==> src/rtl/rbd_pkg.sv <==
package rbd_pkg;

   // Default number of words held by the deque.
   localparam int unsigned DEPTH_DEFAULT = 8;

   // Fixed field widths of the request and response beats.
   localparam int unsigned WORD_W   = 32;
   localparam int unsigned KIND_W   = 2;
   localparam int unsigned STATUS_W = 2;
   localparam int unsigned OCC_W    = 4;

   typedef enum logic [KIND_W-1:0] {
      KIND_PUSH_FRONT = 2'd0,
      KIND_PUSH_REAR  = 2'd1,
      KIND_POP_FRONT  = 2'd2,
      KIND_POP_REAR   = 2'd3
   } kind_type;

   typedef enum logic [STATUS_W-1:0] {
      STATUS_DONE      = 2'd0,
      STATUS_OVERFLOW  = 2'd1,
      STATUS_UNDERFLOW = 2'd2
   } status_type;

endpackage

==> src/rtl/ring_buffer_deque_unit.sv <==
// Double-ended queue of DEPTH 32-bit words held in a circular store.
//
// Request channel (req_valid/req_ready): each beat carries req_kind (push front,
// push rear, pop front, pop rear) and req_push_value, which is used only by pushes.
// Response channel (rsp_valid/rsp_ready): exactly one beat per request, in request
// order, with rsp_status (done, overflow, underflow), rsp_popped_value (the word
// removed by a successful pop, else zero) and rsp_occupancy (words held afterwards,
// kept to its low four bits).
//
// Each accepted beat passes through stage one and then the response register, which
// drives rsp_valid. Throughput is one request per cycle while the response side
// does not stall: the pointers and count update at the accepting edge and the store
// is read or written in that same cycle, so the next request already sees the new
// state. The registered read of the store sets the extra pipeline stage.
//
// Synchronous reset empties the queue and drops any beats in flight; the store
// contents are not cleared, since a pop only reads words that a push wrote.
// When the receiver holds rsp_ready low, the response register and the stage in
// front of it hold their beats and req_ready falls once both are full.
module ring_buffer_deque_unit #(
   parameter int unsigned DEPTH = rbd_pkg::DEPTH_DEFAULT
) (
   input  logic                                clock,
   input  logic                                reset,
   input  logic                                req_valid,
   output logic                                req_ready,
   input  logic [rbd_pkg::KIND_W-1:0]          req_kind,
   input  logic signed [rbd_pkg::WORD_W-1:0]   req_push_value,
   output logic                                rsp_valid,
   input  logic                                rsp_ready,
   output logic [rbd_pkg::STATUS_W-1:0]        rsp_status,
   output logic signed [rbd_pkg::WORD_W-1:0]   rsp_popped_value,
   output logic [rbd_pkg::OCC_W-1:0]           rsp_occupancy
);
   import rbd_pkg::*;

   localparam int unsigned IDX_W = (DEPTH > 1) ? $clog2(DEPTH) : 1;
   localparam int unsigned CNT_W = $clog2(DEPTH + 1);
   localparam logic [IDX_W-1:0] IDX_LAST = IDX_W'(DEPTH - 1);
   localparam logic [CNT_W-1:0] CNT_FULL = CNT_W'(DEPTH);

   // Circular store; written by pushes, read by pops.
   logic [WORD_W-1:0] store_mem [DEPTH];
   logic [WORD_W-1:0] rd_data_ff;

   // Queue pointers and count, updated at the accepting edge.
   logic [IDX_W-1:0] head_ff, head_in;
   logic [IDX_W-1:0] tail_ff, tail_in;
   logic [CNT_W-1:0] count_ff, count_in;

   // Stage one: waits for the store read data.
   logic             s1_valid_ff, s1_valid_in;
   status_type       s1_status_ff, s1_status_in;
   logic             s1_pop_ok_ff, s1_pop_ok_in;
   logic [OCC_W-1:0] s1_occ_ff, s1_occ_in;

   // Stage two: the response register.
   logic             s2_valid_ff, s2_valid_in;
   status_type       s2_status_ff;
   logic [WORD_W-1:0] s2_popped_ff;
   logic [OCC_W-1:0] s2_occ_ff;

   kind_type         kind;
   logic             accept;
   logic             s2_load;
   logic             s1_move;
   logic             wr_en;
   logic [IDX_W-1:0] wr_addr;
   logic             rd_en;
   logic [IDX_W-1:0] rd_addr;
   logic [IDX_W-1:0] head_dn;
   logic [IDX_W-1:0] head_up;
   logic [IDX_W-1:0] tail_dn;
   logic [IDX_W-1:0] tail_up;

   assign kind    = kind_type'(req_kind);
   assign s2_load = !s2_valid_ff || rsp_ready;
   assign s1_move = s1_valid_ff && s2_load;
   assign req_ready = !s1_valid_ff || s2_load;
   assign accept  = req_valid && req_ready;

   assign head_dn = (head_ff == '0) ? IDX_LAST : head_ff - IDX_W'(1);
   assign head_up = (head_ff == IDX_LAST) ? '0 : head_ff + IDX_W'(1);
   assign tail_dn = (tail_ff == '0) ? IDX_LAST : tail_ff - IDX_W'(1);
   assign tail_up = (tail_ff == IDX_LAST) ? '0 : tail_ff + IDX_W'(1);

   // Request decode: decide the outcome, the store access and the new pointers.
   always_comb begin
      head_in      = head_ff;
      tail_in      = tail_ff;
      count_in     = count_ff;
      wr_en        = 1'b0;
      wr_addr      = '0;
      rd_en        = 1'b0;
      rd_addr      = head_ff;
      s1_status_in = STATUS_DONE;
      s1_pop_ok_in = 1'b0;
      case (kind)
         KIND_PUSH_FRONT, KIND_PUSH_REAR: begin
            if (count_ff == CNT_FULL) begin
               s1_status_in = STATUS_OVERFLOW;
            end else begin
               wr_en    = accept;
               count_in = count_ff + CNT_W'(1);
               if (count_ff == '0) begin
                  // An empty queue restarts at slot zero.
                  head_in = '0;
                  tail_in = '0;
                  wr_addr = '0;
               end else if (kind == KIND_PUSH_FRONT) begin
                  head_in = head_dn;
                  wr_addr = head_dn;
               end else begin
                  tail_in = tail_up;
                  wr_addr = tail_up;
               end
            end
         end
         KIND_POP_FRONT, KIND_POP_REAR: begin
            if (count_ff == '0) begin
               s1_status_in = STATUS_UNDERFLOW;
            end else begin
               rd_en        = accept;
               s1_pop_ok_in = 1'b1;
               count_in     = count_ff - CNT_W'(1);
               rd_addr      = (kind == KIND_POP_FRONT) ? head_ff : tail_ff;
               if (count_ff == CNT_W'(1)) begin
                  head_in = '0;
                  tail_in = '0;
               end else if (kind == KIND_POP_FRONT) begin
                  head_in = head_up;
               end else begin
                  tail_in = tail_dn;
               end
            end
         end
         default: begin
            s1_status_in = STATUS_DONE;
         end
      endcase
      s1_occ_in = OCC_W'(count_in);
   end

   always_comb begin
      s1_valid_in = s1_valid_ff;
      if (accept) begin
         s1_valid_in = 1'b1;
      end else if (s1_move) begin
         s1_valid_in = 1'b0;
      end
      s2_valid_in = s2_valid_ff;
      if (s1_move) begin
         s2_valid_in = 1'b1;
      end else if (rsp_ready) begin
         s2_valid_in = 1'b0;
      end
   end

   // The store. Read data holds until the next pop is accepted, which also
   // keeps it steady while stage one stalls.
   always_ff @(posedge clock) begin
      if (wr_en) begin
         store_mem[wr_addr] <= req_push_value;
      end
      if (rd_en) begin
         rd_data_ff <= store_mem[rd_addr];
      end
   end

   always_ff @(posedge clock) begin
      if (reset) begin
         head_ff     <= '0;
         tail_ff     <= '0;
         count_ff    <= '0;
         s1_valid_ff <= 1'b0;
         s2_valid_ff <= 1'b0;
      end else begin
         if (accept) begin
            head_ff  <= head_in;
            tail_ff  <= tail_in;
            count_ff <= count_in;
         end
         s1_valid_ff <= s1_valid_in;
         s2_valid_ff <= s2_valid_in;
      end
   end

   always_ff @(posedge clock) begin
      if (accept) begin
         s1_status_ff <= s1_status_in;
         s1_pop_ok_ff <= s1_pop_ok_in;
         s1_occ_ff    <= s1_occ_in;
      end
      if (s1_move) begin
         s2_status_ff <= s1_status_ff;
         s2_popped_ff <= s1_pop_ok_ff ? rd_data_ff : '0;
         s2_occ_ff    <= s1_occ_ff;
      end
   end

   assign rsp_valid        = s2_valid_ff;
   assign rsp_status       = s2_status_ff;
   assign rsp_popped_value = s2_popped_ff;
   assign rsp_occupancy    = s2_occ_ff;

endmodule

==> config.mk <==
export PLATFORM = sky130hd
export DESIGN_NAME = ring_buffer_deque_unit
export DESIGN_NICKNAME = d
export VERILOG_FILES = /design/src/rtl/rbd_pkg.sv /design/src/rtl/ring_buffer_deque_unit.sv
export SDC_FILE = /design/constraint.sdc
export NUM_CORES = 1
export LEC_CHECK = 0
export BUFFER_PORTS_ARGS = -buffer_cell sky130_fd_sc_hd__buf_2
export CORE_MARGIN = 8
export CORE_UTILIZATION = 43
export CTS_CLUSTER_DIAMETER = 50
export DETAILED_ROUTE_END_ITERATION = 8
export GPL_TIMING_DRIVEN = 0
export PLACE_DENSITY_LB_ADDON = 0.3
export SKIP_CTS_REPAIR_TIMING = 1
export SYNTH_ARGS = -nofsm -noshare
export SYNTH_HDL_FRONTEND = slang
export SYNTH_SLANG_ARGS = --single-unit
==> constraint.sdc <==
create_clock -name clock -period 4.8 [get_ports clock]
set_clock_uncertainty 0.1 [all_clocks]
set_input_delay 0.72 -clock clock [delete_from_list [all_inputs] [get_ports clock]]
set_output_delay 0.72 -clock clock [all_outputs]
set_load 0.02 [all_outputs]
==> flow_metrics.py <==
metrics = {
    "clock_tree": {
        "clockRootBuffer": "clkbuf_16",
        "clock-sinks": 345,
        "insertion_delay_ps": 510,
        "numCtsBuffers": 38,
        "cts.path.max_buffers": 3,
        "cts_tree": "done",
        "htree_levels": 2,
        "clk_pin_slew_ps": 60,
    },
    "worst_setup_path": {
        "path_max_fanout": 10,
        "worstSetupStartpointType": "flip-flop",
        "cp_top_family": "buffers and inverters",
        "r2r_cells": 9,
        "end_kind": "flip-flop",
        "path_buf_inv": 4,
        "rr_startpoint": "count_ff[0]$_SDFFE_PP0P_",
        "crit_arrival_ps": 3850,
        "crit_path_start": "count_ff[0]$_SDFFE_PP0P_",
        "cpMaxStageDelayCell": "o31ai_1",
        "required_ps": 4890,
        "cpPeakStageDelay_ps": 850,
        "cp_cell_sequence": "inv_1 -> ha_1 -> buf_4 -> or3b_1 -> buf_2 -> nand2_1 -> o31ai_1 -> clkbuf_1 -> a311oi_1",
        "reg2reg_to": "rd_data_ff[28]$_DFFE_PP_",
        "critical_path_class": "flip-flop to flip-flop",
        "r2r_slack_ps": 1040,
    },
    "timing": {
        "worstMarginPinSlew_ps": 1090,
        "hold_viol": 0,
        "slew_viol_final": 0,
        "rsz0062_at_grt": "false",
        "tns_ps": 0,
        "fmax_mhz": 266,
        "post-route-min-period_ps": 3760,
        "setup_ws_ps": 1040,
        "period_share": 0.783,
        "slew_headroom": 0.268,
        "setup_violations": 0,
    },
    "detailed_routing": {
        "dr_total_vias": 8513,
        "drt-vias-per-instance": 5.78,
        "wirelength_um": 34100,
        "drtPass1Iterations": 5,
        "first_iter_violations": 733,
        "wl_per_cell_um": 23.1,
        "drc": 0,
        "ant_nets": 0,
    },
    "floorplan": {
        "die_w_um": 196,
        "dieArea_um2": 38200,
        "ios": 78,
        "start_util": 0.438,
        "rows": 65,
        "fp.coreArea_um2": 31600,
        "die_y_um": 196,
    },
    "finish": {
        "drive_gt1_frac": 0.174,
        "final_common_cell": "edfxtp_1",
        "mostFrequentLayoutCells": "333 x edfxtp_1, 98 x buf_2, 74 x nand2_1",
        "ff_latch_area_um2": 10200,
        "antenna_cells": 0,
        "syn_to_final_growth_pct": 17.0,
        "fill_cells": 2624,
        "fin_nets": 1091,
        "multiInputGateArea_um2": 3300,
    },
    "yosys": {
        "syn_area_per_cell_um2": 15.1,
        "ys_types": 49,
        "ys.flop_type": "edfxtp_1",
        "synth_fp_nets": 965,
        "synthCells": 916,
        "ys_async_sr_fraction": 0,
        "synth_edf_count": 333,
        "ys_seq_elements": 345,
        "syn_area_um2": 13900,
        "yosysSeqAreaShare": 0.739,
        "yosysWarnings": 0,
    },
    "grt": {
        "grt_max_degree": 26,
        "grt_pass1_vias": 8662,
        "grt_pass1_wl_um": 52100,
        "grt_overflow": 0,
        "track_usage": 0.176,
        "antenna_found_initial": 1,
    },
    "status": {
        "outcome": "complete, no violations",
    },
    "placed_design": {
        "port_buffers": 76,
        "pre_cts_ws_ps": 1070,
        "place.gp.congestion": 0.789,
        "hpwlAfterDp_um": 21800,
    },
    "min_path": {
        "worstHoldStart": "s1_occ_ff[3]$_DFFE_PP_",
        "hold_class": "flip-flop to flip-flop",
        "min_path_cells": 0,
        "min_delay_worst_endpoint": "rsp_occupancy[3]$_DFFE_PP_",
    },
    "pwr": {
        "p_per_area_nw_per_um2": 430,
        "worst_ir_drop_vdd_v": 0.000204,
        "leakage_nw": 5.41,
    },
    "flow_run": {
        "max_cap_violations": 0,
    },
}
==> flip-flops by register name (all words and copies together), names as in the netlist, 2 cells and up <==
register,cells
store_mem,256
rd_data_ff,32
rsp_popped_value,32
count_ff,4
rsp_occupancy,4
s1_occ_ff,4
head_ff,3
tail_ff,3
rsp_status,2
s1_status_ff,2
==> power by group <==
| group | total (W) | switching (W) | leakage, nW | internal, W |
|---|---|---|---|---|
| sequential | 0.00351 | 0.0000414 | 3.14 | 0.00347 |
| clock | 0.00272 | 0.00114 | 0.574 | 0.00157 |
| combinational | 0.000758 | 0.000515 | 1.70 | 0.000243 |
==> cell type report <==
type                       instances  share of cell area
buffer                            70              0.0207
clock buffer                      48              0.0629
clock inverter                    21             0.00918
inverter                          16             0.00370
multi-input combinational        485               0.203
sequential                       345               0.631
tap                              402              0.0310
timing repair buffer              86              0.0381
==> worst reg2reg max path, stage by stage, from the launching register on <==
cell,delay (ps)
dfxtp_1,500
inv_1,160
ha_1,220
buf_4,160
or3b_1,150
buf_2,210
nand2_1,150
o31ai_1,850
clkbuf_1,670
a311oi_1,280
==> cells in the mapped netlist, types with 5 or more instances <==
cell | count | share of area
a21boi_0 | 57 | 0.031
a21boi_1 | 8 | 0.0043
a21oi_1 | 8 | 0.0029
a221oi_1 | 33 | 0.021
a311oi_1 | 32 | 0.020
and2_1 | 38 | 0.017
and3_1 | 33 | 0.015
buf_2 | 22 | 0.0079
clkbuf_1 | 40 | 0.011
dfxtp_1 | 12 | 0.017
edfxtp_1 | 333 | 0.72
ha_1 | 11 | 0.0099
inv_1 | 16 | 0.0043
mux2i_1 | 5 | 0.0036
nand2_1 | 74 | 0.020
nand3_1 | 6 | 0.0022
nor2_1 | 25 | 0.0068
o21ai_0 | 40 | 0.014
o22ai_1 | 33 | 0.015
o32ai_1 | 33 | 0.021
==> worst max-delay path by stage <==
stage | end | slack, ps | cells after the start
after floorplan | rsp_occupancy[0]$_DFFE_PP_ | 650 | 2
after global placement | rsp_popped_value[8]$_SDFFCE_PN0P_ | -1600 | 3
after detailed placement | rd_data_ff[27]$_DFFE_PP_ | 1070 | 9
after CTS | rd_data_ff[28]$_DFFE_PP_ | 1040 | 9
after global routing | rd_data_ff[27]$_DFFE_PP_ | 850 | 9
final | rd_data_ff[28]$_DFFE_PP_ | 1040 | 9
==> per-layer routing <==
layer  vias up  part of all wire  GRT usage  wire length (um)
met3        71             0.066     0.0361              2240
met2       297              0.48      0.287             16300
li1       3902                 -          -                 -
met4         2             0.028     0.0609               971
met1      4241              0.43      0.231             14600
met5         -           0.00038          0                13
==> through the flow <==
| step | util | area [um^2] | total power (W) | cells | hold WS (ps) |
|---|---|---|---|---|---|
| floorplan | - | 13900 | 0.00402 | 916 | 300 |
| global placement | 0.466 | 14700 | 0.00429 | 1394 | 305 |
| detailed placement | 0.476 | 15100 | 0.00433 | 1404 | 307 |
| CTS | 0.513 | 16200 | 0.00704 | 1473 | 322 |
| global route | 0.513 | 16200 | 0.00721 | 1473 | 332 |
| finish | 0.513 | 16200 | 0.00698 | 1473 | 320 |
==> cells by family after synthesis <==
| family | synth area share |
|---|---|
| DFF | 0.739 |
| AOI/OAI and AO/OA | 0.144 |
| and+or+nand+nor | 0.0726 |
| buffers and inverters | 0.0285 |
| adders and majority gates | 0.00993 |
| muxes | 0.00442 |
| xor gates and xnor gates | 0.00190 |
(Power assumes the default switching activity.)
